<file path="src/hw/rtl/mmwq_pkg.sv">
// Shared types and constants for the mutex manager with wait queues.
package mmwq_pkg;

  localparam int unsigned MODE_W   = 3;
  localparam int unsigned ID_W     = 6;
  localparam int unsigned CALLER_W = 16;
  localparam int unsigned STATUS_W = 2;
  localparam int unsigned WOKEN_W  = 16;
  localparam int unsigned SCAN_GRP = 8;

  localparam int unsigned NUM_MUTEXES_DEF    = 64;
  localparam int unsigned QUEUE_DEPTH_DEF    = 16;
  localparam int unsigned THREAD_ID_BITS_DEF = 16;

  typedef enum logic [MODE_W-1:0] {
    OP_ALLOC     = 3'd0,
    OP_DEALLOC   = 3'd1,
    OP_LOCK      = 3'd2,
    OP_UNLOCK    = 3'd3,
    OP_YIELDLOCK = 3'd4
  } op_e;

  typedef enum logic [STATUS_W-1:0] {
    ST_OK   = 2'd0,
    ST_BAD  = 2'd1,
    ST_FULL = 2'd2
  } status_e;

  typedef struct packed {
    status_e             status;
    logic [ID_W-1:0]     granted;
    logic                blocked;
    logic                woken_valid;
    logic [WOKEN_W-1:0]  woken;
  } rsp_t;

  typedef struct packed {
    logic ptr_we;
    logic q_we;
  } qm_wen_t;

  typedef struct packed {
    logic done;
    logic found;
  } scan_sts_t;

endpackage

</file>
<file path="src/hw/rtl/mmwq_scan.sv">
// Lowest-free-slot search over the in-use flags, one group of slots per cycle.
module mmwq_scan #(
  parameter int unsigned NUM_MUTEXES = mmwq_pkg::NUM_MUTEXES_DEF
) (
  input  logic                            clk_i,
  input  logic                            rst_ni,
  input  logic                            start_i,
  input  logic [NUM_MUTEXES-1:0]          in_use_i,
  output mmwq_pkg::scan_sts_t             sts_o,
  output logic [$clog2(NUM_MUTEXES)-1:0]  slot_o
);
  import mmwq_pkg::*;

  localparam int unsigned IW  = $clog2(NUM_MUTEXES);
  localparam int unsigned NG  = (NUM_MUTEXES + SCAN_GRP - 1) / SCAN_GRP;
  localparam int unsigned GCW = (NG > 1) ? $clog2(NG) : 1;
  localparam int unsigned PW  = $clog2(SCAN_GRP);

  logic                     busy_q, busy_d;
  logic [GCW-1:0]           grp_q, grp_d;
  logic [NG*SCAN_GRP-1:0]   pad;
  logic [SCAN_GRP-1:0]      free_bits;
  logic [PW-1:0]            pos;
  logic                     hit;
  logic                     last;

  always_comb begin
    pad = '1;
    pad[NUM_MUTEXES-1:0] = in_use_i;
    free_bits = ~pad[grp_q*SCAN_GRP +: SCAN_GRP];
    hit = |free_bits;
    pos = '0;
    for (int i = SCAN_GRP - 1; i >= 0; i--) begin
      if (free_bits[i]) begin
        pos = PW'(i);
      end
    end
    last = (32'(grp_q) == NG - 1);
  end

  assign sts_o.done  = busy_q && (hit || last);
  assign sts_o.found = busy_q && hit;
  assign slot_o      = IW'({grp_q, pos});

  always_comb begin
    busy_d = busy_q;
    grp_d  = grp_q;
    if (start_i) begin
      busy_d = 1'b1;
      grp_d  = '0;
    end else if (busy_q) begin
      if (hit || last) begin
        busy_d = 1'b0;
      end else begin
        grp_d = grp_q + GCW'(1);
      end
    end
  end

  always_ff @(posedge clk_i or negedge rst_ni) begin
    if (!rst_ni) begin
      busy_q <= 1'b0;
      grp_q  <= '0;
    end else begin
      busy_q <= busy_d;
      grp_q  <= grp_d;
    end
  end

`ifndef NO_ASSERTIONS
  a_found_is_free: assert property (@(posedge clk_i) disable iff (!rst_ni)
    sts_o.found |-> !in_use_i[slot_o])
    else $error("scan reports a slot that is in use");

  a_miss_means_full: assert property (@(posedge clk_i) disable iff (!rst_ni)
    (sts_o.done && !sts_o.found) |-> (&in_use_i))
    else $error("scan missed a free slot");

  a_no_restart: assert property (@(posedge clk_i) disable iff (!rst_ni)
    start_i |-> !busy_q)
    else $error("scan started while busy");
`endif

endmodule

</file>
<file path="config.mk">
export PLATFORM = sky130hd
export DESIGN_NAME = mmwq_scan
export DESIGN_NICKNAME = d
export VERILOG_FILES = /design/src/hw/rtl/mmwq_pkg.sv /design/src/hw/rtl/mmwq_scan.sv
export SDC_FILE = /design/constraint.sdc
export NUM_CORES = 1
export LEC_CHECK = 0
export ABC_AREA = 1
export BUFFER_PORTS_ARGS = -buffer_cell sky130_fd_sc_hd__buf_2
export CAP_MARGIN = 20
export CORE_ASPECT_RATIO = 1.5
export CORE_MARGIN = 2
export CORE_UTILIZATION = 46
export DETAILED_ROUTE_END_ITERATION = 8
export MAX_ROUTING_LAYER = met4
export PLACE_DENSITY_LB_ADDON = 0.1
export SLEW_MARGIN = 10
export SYNTH_ARGS = -nofsm -noshare
export SYNTH_HDL_FRONTEND = slang
export SYNTH_SLANG_ARGS = --single-unit
</file>
<file path="constraint.sdc">
create_clock -name clk_i -period 3.3 [get_ports clk_i]
set_input_delay 0.33 -clock clk_i [delete_from_list [all_inputs] [get_ports clk_i]]
set_output_delay 0.33 -clock clk_i [all_outputs]
set_load 0.03 [all_outputs]
</file>
==> results of run 1 <==
## power groups by stage
| stage | logic, mW | clock network (mW) | registers, mW |
|---|---|---|---|
| floorplan | 0.221 | 0 | 0.0634 |
| global placement | 0.282 | 0 | 0.0600 |
| detailed placement | 0.283 | 0 | 0.0599 |
| CTS | 0.285 | 0.0628 | 0.0593 |
| global route | 0.322 | 0.0633 | 0.0599 |
| finish | 0.281 | 0.0585 | 0.0594 |
## metal layers
metal  share of wire (%)  GRT usage [%]  vias to the layer above  wire length [um]
met1                  42           22.8                      606              1190
met5                   0              -                        -                 0
met4                0.42           5.88                        0                12
met2                  53           37.0                       36              1510
met3                 4.9           2.46                        2               139
li1                    -              -                      834                 -
## layout by cell type, fill, tap and decap left out
cell           netlist  layout
a31oi_1              1       1
inv_2                1       1
nor2_4               2       2
nand2_1            113     113
buf_4                2       2
inv_8                1       1
o21ai_1              6       6
nand3_2              2       2
dfrtp_1              4       4
clkbuf_4             0       3
o21ai_0              4       4
nor2_1               9       9
nand3_1             22      22
nand4_2              1       1
nor3_1               1       1
ha_1                 2       2
nand2_2             13      13
dlygate4sd3_1        0       1
inv_1               39      39
buf_2                2      74
a21oi_1              1       1
a21boi_0             1       1
## flip-flops by register name (all words and copies together), names as in the netlist
name    cells
busy_q      1
grp_q       3
## final cells by class
type / count / share of cell area [%]
Sequential cell: 4 / 6.62
Multi-Input combinational cell: 178 / 53.1
Timing Repair Buffer: 77 / 26.1
Inverter: 41 / 10.7
Clock buffer: 3 / 1.49
Tap cell: 24 / 1.99
## worst min-delay path: cells and delay by family
kind          cells  cell delay, ps
simple gates      3             150
buf+inv           1             110
## kinds of logic after synthesis
| kind of cell | Yosys count | share of synthesized area (%) |
|---|---|---|
| AO/OA/AOI/OAI | 13 | 5.87 |
| buffers and inverters | 52 | 22.9 |
| adder cells (fa/ha/maj) | 2 | 2.13 |
| AND/OR/NAND/NOR | 163 | 60.5 |
| flip-flops | 4 | 8.54 |
## metrics by stage
stage / hold WS [ps] / setup slack (ps)
2_1_floorplan: 34.4 / 869
3_3_place_gp: 141 / 1160
3_5_place_dp: 140 / 1150
4_1_cts: 405 / 893
5_1_grt: 424 / 694
6_report: 410 / 917
## cell usage after synthesis
| cell type | count |
|---|---|
| inv_2 | 1 |
| dfrtp_1 | 4 |
| ha_1 | 2 |
| a21oi_1 | 1 |
| nand4_2 | 1 |
| a31oi_1 | 1 |
| inv_8 | 1 |
| buf_6 | 6 |
| buf_2 | 2 |
| nand3_2 | 2 |
| nand2_1 | 113 |
| a21boi_0 | 1 |
| buf_8 | 1 |
| o21ai_1 | 6 |
| nor2_4 | 2 |
| o21ai_0 | 4 |
| buf_4 | 2 |
| inv_1 | 39 |
| nand2_2 | 13 |
| nor2_1 | 9 |
| nand3_1 | 22 |
| nor3_1 | 1 |
## worst paths after layout
path / depth (start not counted) / slack (ps) / end
min in group asynchronous: 2 / 440 / grp_q[1]$_DFFE_PN0P_
min reg2reg: 2 / 610 / busy_q$_DFF_PN0_
max: 14 / 920 / slot_o[0]
max reg2reg: 13 / 1460 / grp_q[0]$_DFFE_PN0P_
min: 4 / 410 / grp_q[1]$_DFFE_PN0P_
max in group asynchronous: 2 / 2740 / busy_q$_DFF_PN0_
## timing repair
action | 4_1_cts | 5_1_grt
hold endpoints to repair | 4 | 0
setup endpoints to repair | 0 | 0
resized for setup | 0 | 0
hold buffers | 1 | 0
==> impl_table.tex, run 1 <==
\begin{tabular}{lr}
\hline
Metric & Value \\
\hline
\multicolumn{2}{l}{\textbf{Floorplanning}} \\
\quad Total die area & 2980 sq um \\
\quad Ports placed on the boundary & 75 \\
\quad Floorplan die width & 45.2 um \\
\quad Core area & 2420 sq um \\
\quad Initial Utilization & 48.4\% \\
\quad Vertical die dimension & 65.8 um \\
\quad Core Rows & 22 \\
\multicolumn{2}{l}{\textbf{Logic synthesis}} \\
\quad Count of unique library cells instantiated by Yosys & 22 \\
\quad Cells taking the most area after synthesis & nand2\_1, inv\_1, nand3\_1 \\
\quad Post-Syn Instances & 234 \\
\quad Yosys top cell by area & nand2\_1 \\
\quad Fraction of post-synthesis cell area in the top cell type by area & 36.2\% \\
\quad Post-synthesis average cell area & 5.01 sq um \\
\quad Part of the Yosys area used for sequential elements & 8.54\% \\
\quad Synthesized area & 1170 sq um \\
\quad Total nets after synthesis & 303 \\
\quad Synthesized flop and latch total & 4 \\
\quad Number of warnings reported in the yosys synthesis log & 0 \\
\multicolumn{2}{l}{\textbf{Clocking}} \\
\quad H-tree depth & 1 \\
\quad Postcts setup bufs & 0 \\
\quad TritonCTS clock tree & yes \\
\quad Deepest clock path buffer count & 2 \\
\quad Cell at the root of the clock tree & clkbuf\_4 \\
\quad Clock Sinks & 4 \\
\quad CTS Buf Count & 3 \\
\quad Clock-pin slew of the registers on the worst-case setup and hold paths & 40 ps \\
\quad Clock latency at the later pin of the worst-skew pair & 230 ps \\
\multicolumn{2}{l}{\textbf{Finish}} \\
\quad Number of standard cells in the layout, taps in and fillers out & 327 \\
\quad Core utilization of the finished layout & 62.4\% \\
\quad Design Area, Final & 1510 sq um \\
\quad Footprint of the multi-input gates & 803 sq um \\
\quad Antenna cell count & 0 \\
\quad Fillers & 281 \\
\quad Final net count & 374 \\
\quad Sequential cell area & 100 sq um \\
\quad Syn-to-layout area delta & 29.0\% \\
\quad Fraction of layout cells with a size suffix above 1 & 32.7\% \\
\multicolumn{2}{l}{\textbf{Global routing}} \\
\quad Largest net degree at the start of global routing & 38 \\
\quad Overall fraction of global-route tracks in use & 20.5\% \\
\quad Wire length of the first global-routing pass & 4690 um \\
\quad Gr ovfl total & 0 \\
\quad Number of global-route vias before repair & 1222 \\
\quad Antenna violations before repair & 0 \\
\multicolumn{2}{l}{\textbf{Placement}} \\
\quad Dpl hpwl & 2230 um \\
\quad Post-detailed-placement cell area & 1480 sq um \\
\quad IO Port Bufs & 74 \\
\quad Gp weighted congestion & 0.803 \\
\quad Placed cell count & 323 \\
\multicolumn{2}{l}{\textbf{Worst setup path}} \\
\quad Crit end category & primary output \\
\quad Number of buffer and inverter instances along the worst setup path & 3 \\
\quad WP data required & 2970 ps \\
\quad CP max-delay cell & buf\_4 \\
\quad Worst stage delay on the critical path & 350 ps \\
\quad Cell occurring most often along the worst timing path & nand2\_1 \\
\quad Startpoint of the most critical setup path & grp\_q[0]\$\_DFFE\_PN0P\_ \\
\quad Critical path data arrival time & 2050 ps \\
\quad Family with the most delay on the worst path & buffers and inverters \\
\quad Cell breakdown of the critical path & buf\_4 -> inv\_8 -> nand2\_1 -> nand3\_1 -> nand2\_1 -> nand2\_1 -> nand2\_2 -> nand3\_1 -> nand2\_1 -> nand2\_1 -> nand2\_1 -> nand2\_1 -> a21boi\_0 -> buf\_2 \\
\quad Critical path launch point type & flip-flop \\
\quad Critical path class & reg -> out \\
\quad Largest driver fanout on the critical path & 37 \\
\quad Critical register-to-register path startpoint & grp\_q[0]\$\_DFFE\_PN0P\_ \\
\multicolumn{2}{l}{\textbf{Min path}} \\
\quad Worst hold path startpoint & start\_i \\
\quad Hold crit path type & in -> reg \\
\multicolumn{2}{l}{\textbf{Flow run}} \\
\quad Max Cap Violations & 0 \\
\multicolumn{2}{l}{\textbf{Pwr}} \\
\quad Sw frac & 49.9\% \\
\quad Proportion of power drawn by the clock network & 14.7\% \\
\quad Sequential share of power & 14.9\% \\
\quad Power per Cell Area & 264 nW/um\^{}2 \\
\quad Leakage & 1.03 nW \\
\quad Total net switching power & 199 uW \\
\quad Int Pwr & 200 uW \\
\quad Proportion of power drawn by combinational gates & 70.5\% \\
\quad Pwr Total & 399 uW \\
\quad Peak ir drop on the vdd network & 0.221 mV \\
\multicolumn{2}{l}{\textbf{Timing}} \\
\quad Relative slew slack & 74.0\% \\
\quad Number of pins exceeding their max-slew limit in the final report & 0 \\
\quad Final setup viols & 0 \\
\quad Crit share post-route & 72.2\% \\
\quad Setup TNS & 0 ps \\
\quad Highest attainable clock frequency & 0.420 GHz \\
\quad Final critical-path required period & 2380 ps \\
\quad Worst Max-Slew Pin Slew & 390 ps \\
\quad Hold Fails Final Rpt & 0 \\
\quad Unrepaired setup endpoints after global routing & false \\
\quad Worst Skew & 1.56 ps \\
\multicolumn{2}{l}{\textbf{Detailed routing}} \\
\quad WL per Instance & 8.73 um \\
\quad First-pass detailed-route iteration total & 4 \\
\quad Total wire length after detailed routing & 2860 um \\
\quad Antenna viol nets, final & 0 \\
\quad DR iter-0 viols & 19 \\
\quad Vias per std cell & 4.52 \\
\quad Drt drc & 0 \\
\quad Total via count in the routed design & 1478 \\
\multicolumn{2}{l}{\textbf{Run status}} \\
\quad Status & completed \\
\hline
\end{tabular}
Note: power is estimated with default switching activity, not from simulation.
==> run 2, diff against run 1 <==
--- a/config.mk
+++ b/config.mk
@@ -10,7 +10,7 @@
 export CAP_MARGIN = 20
 export CORE_ASPECT_RATIO = 1.5
 export CORE_MARGIN = 2
-export CORE_UTILIZATION = 46
+export CORE_UTILIZATION = 43
 export DETAILED_ROUTE_END_ITERATION = 8
 export MAX_ROUTING_LAYER = met4
 export PLACE_DENSITY_LB_ADDON = 0.1
==> constraint.sdc (replaced) <==
create_clock -name clk_i -period 2.2 [get_ports clk_i]
set_input_delay 0.22 -clock clk_i [delete_from_list [all_inputs] [get_ports clk_i]]
set_output_delay 0.22 -clock clk_i [all_outputs]
set_load 0.03 [all_outputs]
==> impl_table.tex, run 2 (same netlist as run 1, synthesis figures left out) <==
\begin{tabular}{lr}
\hline
Metric & Value \\
\hline
\multicolumn{2}{l}{\textbf{Timing}} \\
\quad Worst Skew & 3.21 ps (was 1.56 ps) \\
\quad Hold slack & 325 ps (was 410 ps) \\
\quad Relative slew slack & 82.1\% (was 74.0\%) \\
\quad Highest attainable clock frequency & 0.480 GHz \\
\quad Worst Max-Slew Pin Slew & 269 ps (was 390 ps) \\
\quad Fin worst setup slack & 118 ps (was 917 ps) \\
\quad Unrepaired setup endpoints after global routing & true (was false) \\
\quad Hold Fails Final Rpt & 0 (unchanged) \\
\quad Final setup viols & 0 (unchanged) \\
\quad Crit share post-route & 94.6\% \\
\quad Final critical-path required period & 2080 ps \\
\quad Number of pins exceeding their max-slew limit in the final report & 0 (unchanged) \\
\multicolumn{2}{l}{\textbf{Placement}} \\
\quad Gp weighted congestion & 0.779 (was 0.803) \\
\quad IO Port Bufs & 74 (unchanged) \\
\quad Dpl hpwl & 2530 um (was 2230 um) \\
\quad Worst-case setup slack after placement & 264 ps (was 1150 ps) \\
\multicolumn{2}{l}{\textbf{Pwr}} \\
\quad Leakage & 1.13 nW (was 1.03 nW) \\
\quad Power per Cell Area & 436 nW/um\^{}2 (was 264 nW/um\^{}2) \\
\quad Pwr Total & 759 uW (was 399 uW) \\
\quad Peak ir drop on the vdd network & 0.523 mV (was 0.221 mV) \\
\multicolumn{2}{l}{\textbf{Finish}} \\
\quad Antenna cell count & 0 (unchanged) \\
\quad Largest registers & grp\_q (3), busy\_q (1) (unchanged) \\
\quad Fillers & 302 (was 281) \\
\quad Most common library cell in the layout ignoring fill and taps & nand2\_1 (unchanged) \\
\quad Highest-count cells in the layout ignoring fill and taps & nand2\_1, buf\_2, inv\_1, nand3\_1, nand2\_2 (unchanged) \\
\quad Fraction of layout cells with a size suffix above 1 & 37.7\% (was 32.7\%) \\
\quad Final net count & 384 (was 374) \\
\quad Largest register FFs & 3 (unchanged) \\
\quad Footprint of the multi-input gates & 841 sq um (was 803 sq um) \\
\quad Syn-to-layout area delta & 48.2\% (was 29.0\%) \\
\quad Sequential cell area & 101 sq um (was 100 sq um) \\
\quad Most flops, register & grp\_q (unchanged) \\
\multicolumn{2}{l}{\textbf{Floorplanning}} \\
\quad Floorplan die width & 46.6 um (was 45.2 um) \\
\quad Core area & 2650 sq um (was 2420 sq um) \\
\quad Core Rows & 23 (was 22) \\
\quad Ports placed on the boundary & 75 (unchanged) \\
\quad Vertical die dimension & 68.0 um (was 65.8 um) \\
\quad Initial Utilization & 44.3\% (was 48.4\%) \\
\quad Total die area & 3170 sq um (was 2980 sq um) \\
\multicolumn{2}{l}{\textbf{Worst setup path}} \\
\quad Largest driver fanout on the critical path & 6 (was 37) \\
\quad Critical register-to-register path startpoint & grp\_q[0]\$\_DFFE\_PN0P\_ (unchanged) \\
\quad Cell breakdown of the critical path & buf\_12 -> buf\_4 -> o21ai\_0 -> o21ai\_1 -> nand2\_1 -> nand2\_2 -> nand2\_2 -> nor2\_4 -> nand3\_2 -> nand2\_1 -> inv\_1 -> buf\_6 (was buf\_4 -> inv\_8 -> nand2\_1 -> nand3\_1 -> nand2\_1 -> nand2\_1 -> nand2\_2 -> nand3\_1 -> nand2\_1 -> nand2\_1 -> nand2\_1 -> nand2\_1 -> a21boi\_0 -> buf\_2) \\
\quad Critical path launch point type & flip-flop (unchanged) \\
\quad Critical path class & reg -> out (unchanged) \\
\quad WP data required & 1980 ps (was 2970 ps) \\
\quad CP max-delay cell & dfrtp\_2 (was buf\_4) \\
\quad Logic depth of the worst register-to-register path & 12 (was 13) \\
\quad Critical path data arrival time & 1860 ps (was 2050 ps) \\
\quad Number of buffer and inverter instances along the worst setup path & 4 (was 3) \\
\quad Crit end category & primary output (unchanged) \\
\quad Worst stage delay on the critical path & 400 ps (was 350 ps) \\
\quad Family with the most delay on the worst path & simple AND/OR/NAND/NOR gates (was buffers and inverters) \\
\quad Logic depth of the worst path, buffers included & 12 (was 14) \\
\quad Startpoint of the most critical setup path & grp\_q[0]\$\_DFFE\_PN0P\_ (unchanged) \\
\multicolumn{2}{l}{\textbf{Global routing}} \\
\quad Antenna violations before repair & 0 (unchanged) \\
\quad Wire length of the first global-routing pass & 5000 um (was 4690 um) \\
\quad Gr ovfl total & 0 (unchanged) \\
\quad Largest net degree at the start of global routing & 33 (was 38) \\
\quad Number of global-route vias before repair & 1318 (was 1222) \\
\quad Overall fraction of global-route tracks in use & 21.5\% (was 20.5\%) \\
\multicolumn{2}{l}{\textbf{Clocking}} \\
\quad CTS Buf Count & 3 (unchanged) \\
\quad Clock-pin slew of the registers on the worst-case setup and hold paths & 30 ps (was 40 ps) \\
\quad Clock Sinks & 4 (unchanged) \\
\quad Deepest clock path buffer count & 2 (unchanged) \\
\quad Clock latency at the later pin of the worst-skew pair & 220 ps (was 230 ps) \\
\quad H-tree depth & 1 (unchanged) \\
\quad Cell at the root of the clock tree & clkbuf\_8 (was clkbuf\_4) \\
\quad TritonCTS clock tree & yes (unchanged) \\
\multicolumn{2}{l}{\textbf{Detailed routing}} \\
\quad Antenna viol nets, final & 0 (unchanged) \\
\quad DR iter-0 viols & 13 (was 19) \\
\quad Total wire length after detailed routing & 3490 um (was 2860 um) \\
\quad First-pass detailed-route iteration total & 4 (unchanged) \\
\quad Total via count in the routed design & 1581 (was 1478) \\
\quad WL per Instance & 9.98 um (was 8.73 um) \\
\quad Vias per std cell & 4.52 (about the same) \\
\quad Drt drc & 0 (unchanged) \\
\multicolumn{2}{l}{\textbf{Min path}} \\
\quad Worst hold path startpoint & start\_i (unchanged) \\
\quad Hold crit path type & in -> reg (unchanged) \\
\quad Hold path cells & 4 (unchanged) \\
\multicolumn{2}{l}{\textbf{Flow run}} \\
\quad Max Cap Violations & 0 (unchanged) \\
\multicolumn{2}{l}{\textbf{Run status}} \\
\quad Status & completed (unchanged) \\
\hline
\end{tabular}
[run 2: cell count changes in the layout (fill, tap and decap cells not counted), sizes merged]
cell,change
buf,+8
clkbuf,+1
clkinv,+1
[run 2: worst reg2reg max path, stage by stage (launching register included)]
cell	delay, ps
dfrtp_2	430
buf_6	130
clkbuf_16	150
nand2_1	70
nand3_1	70
nand2_1	70
nand2_1	50
nand2_2	90
nand2_2	70
nor2_4	150
nand4_2	150
nand3_1	100
nand2_1	70
[run 2: worst paths after layout]
path                                         to  slack (ps)
max                                    sts_o[1]         120
max reg2reg                grp_q[0]$_DFFE_PN0P_         460
min                        grp_q[1]$_DFFE_PN0P_         320
max in group asynchronous  grp_q[0]$_DFFE_PN0P_        1720
min in group asynchronous      busy_q$_DFF_PN0_         340
min reg2reg                    busy_q$_DFF_PN0_         620
[run 2: layer usage]
metal / vias to the layer above / wire (um) / GRT usage [%]
li1: 855 / - / -
met4: 0 / 42 / 6.60
met1: 671 / 1420 / 22.5
met5: - / 0 / -
met3: 5 / 161 / 2.64
met2: 50 / 1870 / 40.3
[run 2: repair_timing]
| action | CTS | global route |
|---|---|---|
| hold endpoints to repair | 4 | 0 |
| hold buffers | 1 | 0 |
| setup endpoints to repair | 0 | 4 |
| buffers inserted | 0 | 4 |
| resized for setup | 0 | 25 |
[run 2: metrics by stage]
step	area [sq um]	utilization, %	TNS (ps)	std cells
after floorplan	1170	-	0	234
after global placement	1530	57.8	0	339
after detailed placement	1530	57.8	0	339
after CTS	1580	59.8	0	343
after global routing	1740	65.6	-25.0	350
final	1740	65.6	0	350
[run 2: area by class of cell]
cell class / instances / area share [%]
inverters: 41 / 10.4
well taps: 37 / 2.66
clock buffers: 3 / 2.38
repair inverters: 1 / 0.648
flip-flops and latches: 4 / 5.83
repair buffers: 86 / 29.7
multi-input cells: 178 / 48.4
[run 2: power by group]
part | switching (mW) | internal, mW
clock | 0.0393 | 0.117
combinational | 0.303 | 0.213
sequential | 0.00651 | 0.0802
total | 0.349 | 0.410
==> run 3, diff against run 2 <==
--- a/config.mk
+++ b/config.mk
@@ -9,7 +9,7 @@
 export BUFFER_PORTS_ARGS = -buffer_cell sky130_fd_sc_hd__buf_2
 export CAP_MARGIN = 20
 export CORE_ASPECT_RATIO = 1.5
-export CORE_MARGIN = 2
+export CORE_MARGIN = 3
 export CORE_UTILIZATION = 43
 export DETAILED_ROUTE_END_ITERATION = 8
 export MAX_ROUTING_LAYER = met4
==> impl_table.tex, run 3 (same netlist as run 1, synthesis figures left out) <==
\begin{tabular}{lr}
\hline
Metric & Value \\
\hline
\multicolumn{2}{l}{\textbf{Global routing}} \\
\quad Most congested layer reported by global routing & met2 (unchanged) \\
\quad Overall fraction of global-route tracks in use & 19.1\% (was 21.5\%) \\
\quad Largest net degree at the start of global routing & 33 (unchanged) \\
\quad Number of global-route vias before repair & 1323 (was 1318) \\
\quad Gr ovfl total & 0 (unchanged) \\
\quad M1 GR Usage & 21.8\% (was 22.5\%) \\
\quad GR Layer Usage met3 & 3.41\% (was 2.64\%) \\
\quad Antenna violations before repair & 0 (unchanged) \\
\quad Wire length of the first global-routing pass & 5330 um (was 5000 um) \\
\quad GR Util met2 & 34.8\% (was 40.3\%) \\
\multicolumn{2}{l}{\textbf{Worst setup path}} \\
\quad Critical path launch point type & flip-flop (unchanged) \\
\quad Largest driver fanout on the critical path & 7 (was 6) \\
\quad WP data required & 1980 ps (about the same) \\
\quad Critical path class & reg -> out (unchanged) \\
\quad Critical register-to-register path startpoint & grp\_q[0]\$\_DFFE\_PN0P\_ (unchanged) \\
\quad Worst stage delay on the critical path & 470 ps (was 400 ps) \\
\quad Family with the most delay on the worst path & simple AND/OR/NAND/NOR gates (unchanged) \\
\quad Critical path data arrival time & 1950 ps (was 1860 ps) \\
\quad Crit end category & primary output (unchanged) \\
\quad Number of buffer and inverter instances along the worst setup path & 4 (unchanged) \\
\quad CP max-delay cell & dfrtp\_2 (unchanged) \\
\quad Startpoint of the most critical setup path & grp\_q[0]\$\_DFFE\_PN0P\_ (unchanged) \\
\quad Cell breakdown of the critical path & buf\_6 -> clkbuf\_16 -> nand2\_1 -> nand3\_1 -> nand2\_1 -> nand2\_1 -> nand2\_1 -> nand2\_2 -> nor2\_4 -> nand3\_2 -> nand2\_1 -> inv\_1 -> buf\_6 (was buf\_12 -> buf\_4 -> o21ai\_0 -> o21ai\_1 -> nand2\_1 -> nand2\_2 -> nand2\_2 -> nor2\_4 -> nand3\_2 -> nand2\_1 -> inv\_1 -> buf\_6) \\
\quad Cell occurring most often along the worst timing path & nand2\_1 \\
\multicolumn{2}{l}{\textbf{Placement}} \\
\quad Gp weighted congestion & 0.814 (was 0.779) \\
\quad Placed cell count & 337 (was 339) \\
\quad IO Port Bufs & 74 (unchanged) \\
\quad Dpl hpwl & 2520 um (was 2530 um) \\
\multicolumn{2}{l}{\textbf{Detailed routing}} \\
\quad First-pass detailed-route iteration total & 6 (was 4) \\
\quad Antenna viol nets, final & 0 (unchanged) \\
\quad WL per Instance & 10.5 um (was 9.98 um) \\
\quad Vias per std cell & 4.53 (was 4.52) \\
\quad Total via count in the routed design & 1584 (was 1581) \\
\quad Drt drc & 0 (unchanged) \\
\quad DR iter-0 viols & 43 (was 13) \\
\quad Total wire length after detailed routing & 3670 um (was 3490 um) \\
\multicolumn{2}{l}{\textbf{Finish}} \\
\quad Highest-count cells in the layout ignoring fill and taps & nand2\_1, buf\_2, inv\_1, nand3\_1, nand2\_2 (unchanged) \\
\quad Largest registers & grp\_q (3), busy\_q (1) (unchanged) \\
\quad Number of standard cells in the layout, taps in and fillers out & 350 (unchanged) \\
\quad Final net count & 385 (was 384) \\
\quad Fillers & 277 (was 302) \\
\quad Syn-to-layout area delta & 49.9\% (was 48.2\%) \\
\quad Footprint of the multi-input gates & 845 sq um (was 841 sq um) \\
\quad Sequential cell area & 101 sq um (unchanged) \\
\quad Largest register FFs & 3 (unchanged) \\
\quad Fraction of layout cells with a size suffix above 1 & 37.9\% (was 37.7\%) \\
\quad Most flops, register & grp\_q (unchanged) \\
\quad Most common library cell in the layout ignoring fill and taps & nand2\_1 (unchanged) \\
\quad Antenna cell count & 0 (unchanged) \\
\multicolumn{2}{l}{\textbf{Pwr}} \\
\quad Power per Cell Area & 413 nW/um\^{}2 (was 436 nW/um\^{}2) \\
\quad Proportion of power drawn by combinational gates & 74.5\% (was 68.0\%) \\
\quad Leakage & 1.14 nW (was 1.13 nW) \\
\quad Peak ir drop on the vdd network & 0.301 mV (was 0.523 mV) \\
\quad Sw frac & 48.5\% (was 46.0\%) \\
\quad Sequential share of power & 12.6\% (was 11.4\%) \\
\quad Pwr Total & 727 uW (was 759 uW) \\
\quad Int Pwr & 374 uW (was 410 uW) \\
\quad Proportion of power drawn by the clock network & 12.9\% (was 20.6\%) \\
\quad Total net switching power & 352 uW (was 349 uW) \\
\multicolumn{2}{l}{\textbf{Min path}} \\
\quad Worst hold path startpoint & start\_i (unchanged) \\
\quad Hold crit path type & in -> reg (unchanged) \\
\multicolumn{2}{l}{\textbf{Floorplanning}} \\
\quad Total die area & 3400 sq um (was 3170 sq um) \\
\quad Ports placed on the boundary & 75 (unchanged) \\
\quad Floorplan die width & 48.6 um (was 46.6 um) \\
\quad Initial Utilization & 46.3\% (was 44.3\%) \\
\quad Vertical die dimension & 70.0 um (was 68.0 um) \\
\quad Core area & 2530 sq um (was 2650 sq um) \\
\quad Core Rows & 22 (was 23) \\
\multicolumn{2}{l}{\textbf{Timing}} \\
\quad Worst Skew & 9.90 ps (was 3.21 ps) \\
\quad Hold slack & 282 ps (was 325 ps) \\
\quad Final setup viols & 0 (unchanged) \\
\quad Number of pins exceeding their max-slew limit in the final report & 0 (unchanged) \\
\quad Worst Max-Slew Pin Slew & 260 ps (was 269 ps) \\
\quad Final critical-path required period & 2170 ps (was 2080 ps) \\
\quad Setup TNS & 0 ps (unchanged) \\
\quad Relative slew slack & 82.6\% (was 82.1\%) \\
\quad Highest attainable clock frequency & 0.460 GHz (was 0.480 GHz) \\
\quad Crit share post-route & 98.8\% (was 94.6\%) \\
\quad Unrepaired setup endpoints after global routing & true (unchanged) \\
\quad Hold Fails Final Rpt & 0 (unchanged) \\
\multicolumn{2}{l}{\textbf{Clocking}} \\
\quad Deepest clock path buffer count & 2 (unchanged) \\
\quad TritonCTS clock tree & yes (unchanged) \\
\quad Clock Sinks & 4 (unchanged) \\
\quad Cell at the root of the clock tree & clkbuf\_4 (was clkbuf\_8) \\
\quad Clock latency at the later pin of the worst-skew pair & 240 ps (was 220 ps) \\
\quad Clock-pin slew of the registers on the worst-case setup and hold paths & 40 ps (was 30 ps) \\
\quad CTS Buf Count & 3 (unchanged) \\
\quad H-tree depth & 1 (unchanged) \\
\multicolumn{2}{l}{\textbf{Run status}} \\
\quad Status & completed (unchanged) \\
\multicolumn{2}{l}{\textbf{Flow run}} \\
\quad Max Cap Violations & 0 (unchanged) \\
\hline
\end{tabular}
run 3: routing by layer:
metal	part of all wire, %	routed length (um)	vias to the layer above
met5	0	0	-
met4	0.27	10	0
met3	5.1	187	2
met2	54	1990	46
met1	40	1480	682
li1	-	-	854
run 3: worst register-to-register path: stages (launching register included):
cell and delay [ps]:
dfrtp_2 470, buf_6 140, clkbuf_16 150, nand2_1 80, nand3_1 90, nand2_1 70
nand2_1 70, nand2_1 100, nand2_2 90, nor2_4 130, buf_4 130, nand4_2 130
nand3_1 100, nand2_1 60
run 3: final timing paths:
kind                       slack (ps)  cells past startpoint                   end
setup / recovery                   30                     13              sts_o[1]
hold / removal                    280                      4  grp_q[0]$_DFFE_PN0P_
setup reg to reg                  280                     13  grp_q[2]$_DFFE_PN0P_
hold reg to reg                   620                      2      busy_q$_DFF_PN0_
max in group asynchronous        1760                      2  grp_q[0]$_DFFE_PN0P_
min in group asynchronous         310                      2      busy_q$_DFF_PN0_
run 3: final cells by class:
| cell class | count | share of cell area, % |
|---|---|---|
| flip-flops and latches | 4 | 5.77 |
| clock buffers | 3 | 1.28 |
| repair buffers | 86 | 30.7 |
| repair inverters | 2 | 1.28 |
| inverters | 41 | 10.4 |
| multi-input cells | 178 | 48.0 |
| well taps | 36 | 2.56 |
run 3: repair_timing:
| item | in CTS | in global routing |
|---|---|---|
| endpoints found under the hold margin | 4 | 0 |
| setup endpoints to repair | 0 | 5 |
| resized for setup | 0 | 30 |
| buffers inserted | 0 | 5 |
| hold buffers | 1 | 0 |
run 3: through the flow:
stage / area (sq um) / util, % / setup WS [ps]
floorplan: 1170 / - / 11.6
global placement: 1510 / 59.6 / 296
detailed placement: 1510 / 59.6 / 276
CTS: 1540 / 60.9 / 10.0
global route: 1760 / 69.4 / -74.2
finish: 1760 / 69.4 / 27.0
run 3: power groups by stage:
stage	sequential, mW	clock [mW]	combinational (mW)
2_1_floorplan	0.0951	0	0.333
3_3_place_gp	0.0864	0	0.432
3_5_place_dp	0.0864	0	0.434
4_1_cts	0.0854	0.0979	0.438
5_1_grt	0.0924	0.105	0.603
6_report	0.0917	0.0935	0.541
